==> config.mk <==
export PLATFORM = sky130hd
export DESIGN_NAME = kwm_front
export DESIGN_NICKNAME = d
export VERILOG_FILES = /design/src/rtl/kwm_pkg.sv /design/src/rtl/kwm_front.sv
export SDC_FILE = /design/constraint.sdc
export NUM_CORES = 1
export LEC_CHECK = 0
export BUFFER_PORTS_ARGS = -buffer_cell sky130_fd_sc_hd__buf_2
export CAP_MARGIN = 40
export CORE_UTILIZATION = 49
export CTS_BUF_LIST = sky130_fd_sc_hd__clkbuf_4 sky130_fd_sc_hd__clkbuf_8
export CTS_CLUSTER_DIAMETER = 150
export DETAILED_ROUTE_END_ITERATION = 10
export PLACE_DENSITY = 0.88
export SKIP_CTS_REPAIR_TIMING = 1
export SYNTH_ARGS = -nofsm -noshare
export SYNTH_HDL_FRONTEND = slang
export SYNTH_SLANG_ARGS = --single-unit
==> constraint.sdc <==
create_clock -name clk -period 12.55 [get_ports clk]
set_clock_uncertainty 0.05 [all_clocks]
set_input_delay 3.765 -clock clk [delete_from_list [all_inputs] [get_ports clk]]
set_output_delay 3.765 -clock clk [all_outputs]
set_load 0.01 [all_outputs]
==> src/rtl/kwm_pkg.sv <==
// Package: shared types, constants and state codes for the k-way merge unit.
`timescale 1ns / 1ps
package kwm_pkg;
	localparam int SOURCES_DEF       = 16;
	localparam int KEY_WORDS_MAX_DEF = 5;
	localparam int KEY_W             = 32 * KEY_WORDS_MAX_DEF;
	localparam int CFG_IDX_W         = 1;
	localparam int CFG_DATA_W        = 5;
	localparam logic [CFG_IDX_W-1:0] CFG_SOURCE_COUNT = 1'd0;
	localparam logic [CFG_IDX_W-1:0] CFG_KEY_WORDS    = 1'd1;

	typedef struct packed {
		logic [3:0]         in_source;
		logic               in_end;
		logic [31:0]        in_key0;
		logic [31:0]        in_key1;
		logic [31:0]        in_key2;
		logic [31:0]        in_key3;
		logic [31:0]        in_key4;
		logic signed [63:0] in_count;
	} in_item_t;

	typedef struct packed {
		logic               out_valid;
		logic [31:0]        out_key0;
		logic [31:0]        out_key1;
		logic [31:0]        out_key2;
		logic [31:0]        out_key3;
		logic [31:0]        out_key4;
		logic signed [63:0] out_count;
		logic [3:0]         next_source;
		logic               all_done;
	} out_item_t;

	typedef enum logic [2:0] {
		ST_IDLE,
		ST_SIFT_UP,
		ST_POP_START,
		ST_SIFT_DOWN,
		ST_EMIT
	} eng_state_t;

	// Masks key words at or beyond the active word count.
	function automatic logic [KEY_W-1:0] key_mask(input logic [2:0] kw);
		logic [KEY_W-1:0] m;
		m = '0;
		for (int j = 0; j < KEY_WORDS_MAX_DEF; j++)
			if (j < int'(kw)) m[KEY_W-1-32*j -: 32] = '1;
		return m;
	endfunction
endpackage

==> src/rtl/kwm_front.sv <==
// Front part: two-entry input queue; flags whether its head item is for the awaited source before the end.
`timescale 1ns / 1ps
module kwm_front (
	input  logic               clk,
	input  logic               arst_n,
	input  logic               push,
	output logic               full,
	input  kwm_pkg::in_item_t  in_item,
	input  logic [3:0]         pend_src,
	input  logic               done,
	output logic               q_valid,
	output kwm_pkg::in_item_t  q_item,
	output logic               q_take_ok,
	input  logic               q_take
);
	// two-entry queue
	kwm_pkg::in_item_t buf_q [2];
	logic [1:0] cnt_q;
	logic       rd_q;
	logic       wr;

	assign full      = (cnt_q == 2'd2);
	assign wr        = push && !full;
	assign q_valid   = (cnt_q != 2'd0);
	assign q_item    = buf_q[rd_q];
	// item is for the awaited source and the merge is not done; otherwise it only gets a status result
	assign q_take_ok = !done && (q_item.in_source == pend_src);

	always_ff @(posedge clk or negedge arst_n) begin
		if (!arst_n) begin
			cnt_q <= '0;
			rd_q  <= 1'b0;
		end else begin
			cnt_q <= cnt_q + {1'b0, wr} - {1'b0, q_take};
			if (q_take) rd_q <= !rd_q;
		end
	end

	always_ff @(posedge clk) begin
		if (wr) buf_q[rd_q ^ cnt_q[0]] <= in_item;
	end
endmodule

==> results of run 1 <==
==> kinds of logic (layout without fill, tap and decap cells) <==
group	Yosys count	after routing
DFF	461	461
buffers and inverters	28	621
xor gates and xnor gates	6	6
AOI/OAI and AO/OA	1	1
muxes	231	231
and+or+nand+nor	9	9
adders and majority gates	2	2
other	0	7
==> worst paths after layout <==
path / start / to / slack (ns)
setup / recovery: pend_src[1] / q_take_ok / 4.24
hold / removal: cnt_q[1] / cnt_q[1] / 0.49
hold reg to reg: cnt_q[1] / cnt_q[1] / 0.49
max in group asynchronous: arst_n / rd_q / 9.43
min in group asynchronous: arst_n / cnt_q[1] / 2.89
setup reg to reg: rd_q / buf_q[0][88] / 8.53
==> sequential cells by signal, indices dropped and copies added, names as in the netlist <==
signal and cells:
buf_q 458, cnt_q 2, rd_q 1
==> layout make-up <==
class | count | share of cell area, %
Sequential cell | 461 | 65.1
Multi-Input combinational cell | 249 | 13.0
Timing Repair Buffer | 485 | 12.3
Clock buffer | 102 | 5.87
Tap cell | 448 | 2.64
Clock inverter | 32 | 0.972
Antenna cell | 7 | 0.0825
Inverter | 2 | 0.0353
==> layout by cell type, fill, tap and decap left out, types with 2 or more instances in the layout <==
cell type | synthesis | final
ha_1 | 2 | 2
clkinv_2 | 0 | 3
buf_16 | 0 | 6
clkbuf_4 | 0 | 25
xnor2_1 | 2 | 2
edfxtp_1 | 458 | 458
dfrtp_1 | 3 | 2
nor2b_1 | 3 | 2
buf_12 | 0 | 2
diode_2 | 0 | 7
inv_6 | 0 | 2
mux2i_1 | 2 | 2
buf_4 | 21 | 8
inv_1 | 2 | 2
xor2_1 | 4 | 4
clkbuf_8 | 0 | 77
mux2_4 | 2 | 2
clkinv_1 | 0 | 20
bufinv_16 | 0 | 2
clkinvlp_4 | 0 | 4
mux2_2 | 227 | 227
buf_2 | 4 | 469
==> power breakdown <==
part           switching (uW)  total [uW]  internal [uW]  leakage [uW]
Clock                     563        1250            687      0.000754
Combinational             874        1580            703       0.00297
Sequential                113        2280           2160       0.00428
Total                    1550        5100           3550       0.00800
==> per-layer routing <==
metal | track usage, % | part of all wire, %
met1 | 21.6 | 35
met2 | 35.4 | 53
met3 | 7.22 | 8.8
met4 | 9.71 | 3.0
met5 | 0 | 0.028
==> worst register-to-register path: stages (launching register included) <==
cell     delay [ns]
dfrtp_4        0.83
buf_4          0.59
a21oi_1        0.23
nor2b_4        0.42
buf_12         0.25
buf_4          0.53
buf_4          0.39
buf_16         0.32
==> metrics by stage <==
stage          setup WS [ns]  util [%]  cells
2_1_floorplan           2.33         -    738
3_3_place_gp            4.28      58.2   1637
3_5_place_dp            4.27      58.8   1645
4_1_cts                 4.24      63.1   1779
5_1_grt                 4.21      63.2   1785
6_report                4.24      63.2   1786
==> summary.txt, run 1 <==
Floorplanning
  – Initial Util: 49.9%
  – DIE AREA: 35000 um2
  – Core area: 33600 um2
  – Die H: 187 um
  – Die W: 187 um
  – Row count: 67
  – I/O Pins: 470

STA
  – Unrepaired setup endpoints after global routing: no
  – Final Cycle Share: 66.2%
  – Worst-margin pin slew: 0.641 ns
  – Slew Limit Fails: 0
  – Post-Route Hold Slack: 0.495 ns
  – Fin Setup TNS: 0 ns
  – Max-slew headroom: 57.3%
  – Final setup violation count: 0
  – Final Hold Viols: 0
  – Fmax: 120 MHz
  – Tmin final: 8.31 ns

Power
  – Power Total: 5100 uW
  – VDD IR max: 0.190 mV
  – PwrDens: 240 nW/um2
  – Leakage power: 0.00800 uW

Synth
  – Syn Area/Cell: 22.7 um2
  – Post-Syn Area: 16800 um2
  – Post-Synth XOR/XNOR Area: 0.313%
  – Synth Register Bits: 461
  – Synth Area in Compound Gates: 0.0298%
  – Synth Area in Adders: 0.149%
  – Syn_nets: 978
  – Synth top area share: 82.0%
  – Sequential area share after synthesis: 82.4%
  – Commonest cells in the netlist: edfxtp_1, mux2_2, buf_4
  – Async SR Flop Fraction: 0.651%
  – Simple-Gate Fraction of Synth Area: 0.351%
  – Post-Synthesis Cells: 738
  – Post-synthesis mux area share: 15.5%
  – Top cell type by total area after synthesis: edfxtp_1
  – Number of flops mapped to enable cells by yosys: 458
  – Largest family of logic cells by synthesized area: multiplexers
  – Synth Flop Type: edfxtp_1
  – Cell variety after synth: 20
  – Ys Warns: 0
  – Top area cells in the synthesized netlist: edfxtp_1, mux2_2, buf_4, dfrtp_1, xor2_1
  – Count leader, synth: edfxtp_1

Critical path
  – CP Cell Sequence: buf_2 -> xor2_1 -> nor4_2 -> buf_2
  – Crit path max fanout: 1
  – Delay-heaviest family, CP: buffers and inverters
  – Worst r2r path cells: 7
  – Crit Path Class: primary input to output port
  – WP buf/inv: 2
  – Crit. End Element: output port
  – Number of cells on the critical path: 4
  – CP peak stage delay: 0.27 ns
  – CP startpoint kind: primary input
  – WP data required: 8.73 ns
  – Crit path DAT: 4.50 ns
  – Slowest cell on the critical path: nor4_2
  – Critical path's most frequent cell: buf_2

Route
  – DRT iter0 DRCs: 484
  – Vias: 9029
  – Final antenna-violating net count: 0
  – DR vias/cell: 5.06
  – DRC: 0
  – Pre-antenna DRT Iters: 4
  – Final WL: 35400 um
  – WL per Instance: 19.8 um

Job
  – Max-cap violations: 0

GRT
  – Initial antenna violation count: 8
  – GRT overflow: 0
  – Vias in the first global route: 9671
  – GR Util All Layers: 20.2%
  – First-pass GRT wire length: 53100 um
  – Largest net degree at the start of global routing: 69

Clock network
  – Root Driver: clkbuf_8
  – CTS tree: done
  – Clk sinks: 461
  – Clock Tree Buf Depth: 3
  – Clock Pin Slew Worst Setup and Hold Paths: 0.06 ns
  – H-tree levels: 3
  – Clock Latency Late Sink: 0.62 ns
  – CTS Buf Count: 74

Layout
  – Area of the multi-input gates: 2760 um2
  – Nets@finish: 1513
  – Fillers: 2261
  – Finished Cell Area: 21200 um2
  – Share of layout cells above drive strength 1: 62.6%
  – Flip-flop and latch area: 13800 um2
  – Syn-to-layout area delta: 26.6%

Run status
  – Outcome: complete, no violations

Placement
  – PortBufs: 469
  – Placed Instance Area: 19800 um2
  – Post-DP HPWL: 23900 um
  – Gpl congestion: 0.791

Hold path
  – Hold depth: 1
  – HP Class: flip-flop to flip-flop
Power figures use the tool's default switching activity.
==> run 2, diff against run 1 <==
--- a/config.mk
+++ b/config.mk
@@ -7,11 +7,11 @@
 export LEC_CHECK = 0
 export BUFFER_PORTS_ARGS = -buffer_cell sky130_fd_sc_hd__buf_2
 export CAP_MARGIN = 40
-export CORE_UTILIZATION = 49
+export CORE_UTILIZATION = 50
 export CTS_BUF_LIST = sky130_fd_sc_hd__clkbuf_4 sky130_fd_sc_hd__clkbuf_8
 export CTS_CLUSTER_DIAMETER = 150
 export DETAILED_ROUTE_END_ITERATION = 10
-export PLACE_DENSITY = 0.88
+export PLACE_DENSITY = 0.86
 export SKIP_CTS_REPAIR_TIMING = 1
 export SYNTH_ARGS = -nofsm -noshare
 export SYNTH_HDL_FRONTEND = slang
==> constraint.sdc (replaced) <==
create_clock -name clk -period 8 [get_ports clk]
set_clock_uncertainty 0.05 [all_clocks]
set_input_delay 2.4 -clock clk [delete_from_list [all_inputs] [get_ports clk]]
set_output_delay 2.4 -clock clk [all_outputs]
set_load 0.01 [all_outputs]
==> summary.txt, run 2 (same netlist as run 1, synthesis figures left out) <==
Clock network
  – Root Driver: clkbuf_8
  – Clock Latency Late Sink: 0.56 ns
  – Clock Tree Buf Depth: 3
  – CTS tree: done
  – Clk sinks: 461
  – Clock Pin Slew Worst Setup and Hold Paths: 0.06 ns
  – CTS Buf Count: 71
  – H-tree levels: 3

Placement
  – Placed insts: 1634
  – Gpl congestion: 0.776
  – PortBufs: 469
  – Post-DP HPWL: 23500 um
  – Post-placement setup slack: 2.11 ns

Floorplanning
  – Die H: 185 um
  – DIE AREA: 34300 um2
  – I/O Pins: 470
  – Die W: 185 um
  – Row count: 66
  – Core area: 32800 um2
  – Initial Util: 51.2%

Critical path
  – Delay-heaviest family, CP: buffers and inverters
  – WP buf/inv: 3
  – CP peak stage delay: 1.01 ns
  – Crit Path Class: flip-flop to output port
  – Slowest cell on the critical path: dfrtp_4
  – Crit path DAT: 3.45 ns
  – CP startpoint kind: flip-flop
  – WP data required: 5.55 ns
  – Critical path's most frequent cell: buf_4
  – Crit path max fanout: 63
  – Crit. End Element: output port
  – CP Cell Sequence: buf_4 -> buf_4 -> mux2_2 -> buf_2

STA
  – Unrepaired setup endpoints after global routing: no
  – Fin Setup TNS: 0 ns
  – Max-slew headroom: 41.4%
  – Final Cycle Share: 73.7%
  – Final setup violation count: 0
  – Final Hold Viols: 0
  – Tmin final: 5.90 ns
  – Slew Limit Fails: 0
  – Fmax: 170 MHz
  – Worst-margin pin slew: 0.879 ns
  – Worst Slack Setup Final: 2.10 ns

GRT
  – Initial antenna violation count: 9
  – Met2 Use GR: 35.9%
  – Largest net degree at the start of global routing: 127
  – GRT overflow: 0
  – GR Util All Layers: 19.8%
  – Vias in the first global route: 9432
  – Met3 usage: 7.35%
  – M1 GR Usage: 20.3%
  – GRT Max-Usage Layer: met2
  – First-pass GRT wire length: 50300 um

Layout
  – Fillers: 2224
  – Largest register FFs: 458
  – Share of layout cells above drive strength 1: 62.5%
  – Flip-flop and latch area: 13800 um2
  – Fin cells: 1765
  – Nets@finish: 1505
  – Most common cell after layout, fill and taps aside: buf_2
  – Area of the multi-input gates: 2760 um2
  – Most frequent cells in the layout: buf_2, edfxtp_1, mux2_2
  – Syn-to-layout area delta: 25.5%

Power
  – VDD IR max: 0.259 mV
  – Leakage power: 0.00792 uW
  – Power Total: 7870 uW
  – PwrDens: 374 nW/um2

Route
  – DR vias/cell: 5.02
  – Final WL: 35400 um
  – WL per Instance: 20.0 um
  – Final antenna-violating net count: 0
  – Vias: 8852
  – Pre-antenna DRT Iters: 4
  – DRT iter0 DRCs: 470
  – DRC: 0

Hold path
  – HP Class: flip-flop to flip-flop

Run status
  – Outcome: complete, no violations

Job
  – Max-cap violations: 0
==> run 2: changes by cell type in the layout (fill, tap and decap cells not counted), sizes merged <==
cell	before	now
clkinvlp	4	3
clkbuf	102	99
inv	4	2
bufinv	2	1
clkinv	24	23
diode	7	5
buf	485	480
==> run 2: worst paths after layout <==
path                           from            to  slack, ns  cells after the start
max reg2reg                    rd_q  buf_q[0][84]       4.76                      4
max in group asynchronous    arst_n          rd_q       6.21                      1
max                            rd_q    q_item[13]       2.10                      4
min                        cnt_q[1]      cnt_q[1]       0.49                      1
min in group asynchronous    arst_n          rd_q       1.57                      1
min reg2reg                cnt_q[1]      cnt_q[1]       0.49                      1
==> run 2: worst register-to-register path: stages (launching register included) <==
cell and delay (ns):
dfrtp_4 1.01, buf_4 0.42, a21oi_1 0.17, nor2b_4 0.49
buf_12 0.52
==> run 2: layout make-up <==
cell class / count / share of cell area, %
Clock buffer: 99 / 5.82
Timing Repair Buffer: 480 / 11.9
Tap cell: 442 / 2.63
Antenna cell: 5 / 0.0594
Inverter: 2 / 0.0357
Sequential cell: 461 / 65.7
Multi-Input combinational cell: 249 / 13.1
Clock inverter: 27 / 0.701
==> run 2: per-layer routing <==
layer / vias to the layer above / wire length (um)
li1: 4023 / -
met3: 58 / 3620
met5: - / 28
met4: 6 / 767
met2: 422 / 18800
met1: 4343 / 12100
==> run 2: power by group <==
group | internal (uW) | switching (uW) | leakage [uW] | total (uW)
Sequential | 3400 | 194 | 0.00428 | 3590
Clock | 1020 | 858 | 0.000722 | 1880
Combinational | 1060 | 1330 | 0.00292 | 2400
Total | 5480 | 2390 | 0.00792 | 7870
==> run 2: stage by stage <==
stage               util [%]  area (um2)  hold WS, ns
finish                  64.2       21100        0.490
global route            64.2       21100        0.509
CTS                     64.2       21000        0.496
detailed placement      60.0       19700        0.484
global placement        59.7       19600        0.454
floorplan                  -       16800        0.424
==> run 3, diff against run 2 <==
==> constraint.sdc (replaced) <==
create_clock -name clk -period 5.5 [get_ports clk]
set_clock_uncertainty 0.05 [all_clocks]
set_input_delay 1.65 -clock clk [delete_from_list [all_inputs] [get_ports clk]]
set_output_delay 1.65 -clock clk [all_outputs]
set_load 0.01 [all_outputs]
==> summary.txt, run 3 (same netlist as run 1, synthesis figures left out) <==
Layout
  – Fillers: 2173
  – Area of the multi-input gates: 2760 um2
  – Nets@finish: 1506
  – Finished Cell Area: 21000 um2
  – Syn-to-layout area delta: 25.4%
  – Largest register FFs: 458
  – Share of layout cells above drive strength 1: 62.9%
  – Most common cell after layout, fill and taps aside: buf_2
  – Fin cells: 1761
  – Most frequent cells in the layout: buf_2, edfxtp_1, mux2_2
  – Flip-flop and latch area: 13800 um2

Placement
  – Placed insts: 1635
  – Post-DP HPWL: 23900 um
  – Post-placement setup slack: 1.19 ns
  – Gpl congestion: 0.765
  – PortBufs: 469
  – Placed Instance Area: 19700 um2

Clock network
  – Clk sinks: 461
  – Clock Latency Late Sink: 0.59 ns
  – CTS tree: done
  – CTS Buf Count: 71
  – Clock Pin Slew Worst Setup and Hold Paths: 0.06 ns
  – Clock Tree Buf Depth: 3
  – Root Driver: clkbuf_8
  – H-tree levels: 3

Critical path
  – CP Cell Sequence: buf_12 -> mux2_2 -> buf_2
  – Critical R2R Launch: rd_q
  – Reg2reg setup slack: 2.61 ns
  – Delay-heaviest family, CP: flip-flops
  – CP startpoint kind: flip-flop
  – Worst r2r path cells: 4
  – CP peak stage delay: 0.95 ns
  – Crit. End Element: output port
  – Slowest cell on the critical path: dfrtp_4
  – WP buf/inv: 2
  – Crit path DAT: 2.79 ns
  – FF-to-FF End: buf_q[1][92]
  – WP data required: 3.80 ns
  – Crit path max fanout: 111
  – Crit Path Class: flip-flop to output port

Power
  – Combinational share of power: 30.8%
  – Int Pwr: 7960 uW
  – VDD IR max: 0.591 mV
  – P_sw: 3480 uW
  – PwrDens: 544 nW/um2
  – Clock power frac: 23.6%
  – Leakage power: 0.00791 uW
  – Share of power burned in registers: 45.6%
  – Switching Share: 30.4%

Floorplanning
  – DIE AREA: 34300 um2
  – Core area: 32800 um2
  – I/O Pins: 470
  – Die H: 185 um
  – Initial Util: 51.2%
  – Row count: 66
  – Die W: 185 um

STA
  – Slew Limit Fails: 0
  – Tmin final: 4.49 ns
  – Final setup violation count: 0
  – Unrepaired setup endpoints after global routing: no
  – Fmax: 223 MHz
  – Final Hold Viols: 0
  – Worst Slack Setup Final: 1.01 ns
  – Max-slew headroom: 45.0%
  – Worst-margin pin slew: 0.826 ns
  – Final Cycle Share: 81.7%
  – Fin Setup TNS: 0 ns

GRT
  – Initial antenna violation count: 5
  – GRT overflow: 0
  – Vias in the first global route: 9379
  – Largest net degree at the start of global routing: 112
  – GR Util All Layers: 19.9%
  – First-pass GRT wire length: 50200 um

Route
  – Final antenna-violating net count: 0
  – DR WL met3: 3580 um
  – Pre-antenna DRT Iters: 4
  – WL per Instance: 20.1 um
  – Final WL: 35400 um
  – DRT iter0 DRCs: 497
  – Met2 WL post-DR: 18900 um
  – Met1 WL: 12000 um
  – Vias: 8986
  – Uppermost routed layer: met5
  – DRC: 0
  – DR vias/cell: 5.10

Hold path
  – WHS Endpoint: cnt_q[1]
  – HP Class: flip-flop to flip-flop
  – HP Start: cnt_q[1]
  – Hold depth: 1

Run status
  – Outcome: complete, no violations

Job
  – Max-cap violations: 0
==> run 3: cell types whose count changed in the layout (fill, tap and decap cells not counted), moves of 3 or more <==
cell / before / now
clkinv_1: 16 / 10
clkbuf_8: 77 / 73
buf_12: 2 / 7
clkinv_2: 7 / 12
buf_16: 3 / 0
==> run 3: area by class of cell <==
| type | instances | share of cell area [%] |
|---|---|---|
| diodes | 4 | 0.0476 |
| clock buffers | 93 | 5.49 |
| flip-flops and latches | 461 | 65.8 |
| multi-input cells | 249 | 13.1 |
| well taps | 442 | 2.63 |
| inverters | 2 | 0.0357 |
| repair buffers | 481 | 12.0 |
| clock inverters | 29 | 0.928 |
==> run 3: worst max-delay path by stage <==
stage,start,to,depth (start not counted)
after CTS,rd_q,q_take_ok,4
final,rd_q,q_item[84],3
after detailed placement,pend_src[1],q_take_ok,4
after floorplan,push,buf_q[0][0],1
after global routing,rd_q,q_item[104],3
after global placement,pend_src[1],q_take_ok,4
==> run 3: power groups by stage <==
stage	sequential [uW]	clock, uW	combinational, uW
floorplan	5240	0	2250
finish	5220	2700	3520
global placement	5220	0	3450
CTS	5230	2770	3560
detailed placement	5290	0	3530
global route	5290	2910	3760
==> run 3: per-layer routing <==
layer | vias up | track usage (%)
met5 | - | 0
met4 | 2 | 9.29
met3 | 59 | 7.67
met2 | 434 | 35.9
met1 | 4472 | 20.0
li1 | 4019 | -
==> run 3: per-stage QoR <==
step / utilization (%) / hold WS [ns] / power (uW)
finish: 64.2 / 0.474 / 11400
global route: 64.2 / 0.507 / 12000
CTS: 64.1 / 0.470 / 11600
detailed placement: 60.0 / 0.460 / 8820
global placement: 60.0 / 0.452 / 8670
floorplan: - / 0.424 / 7490
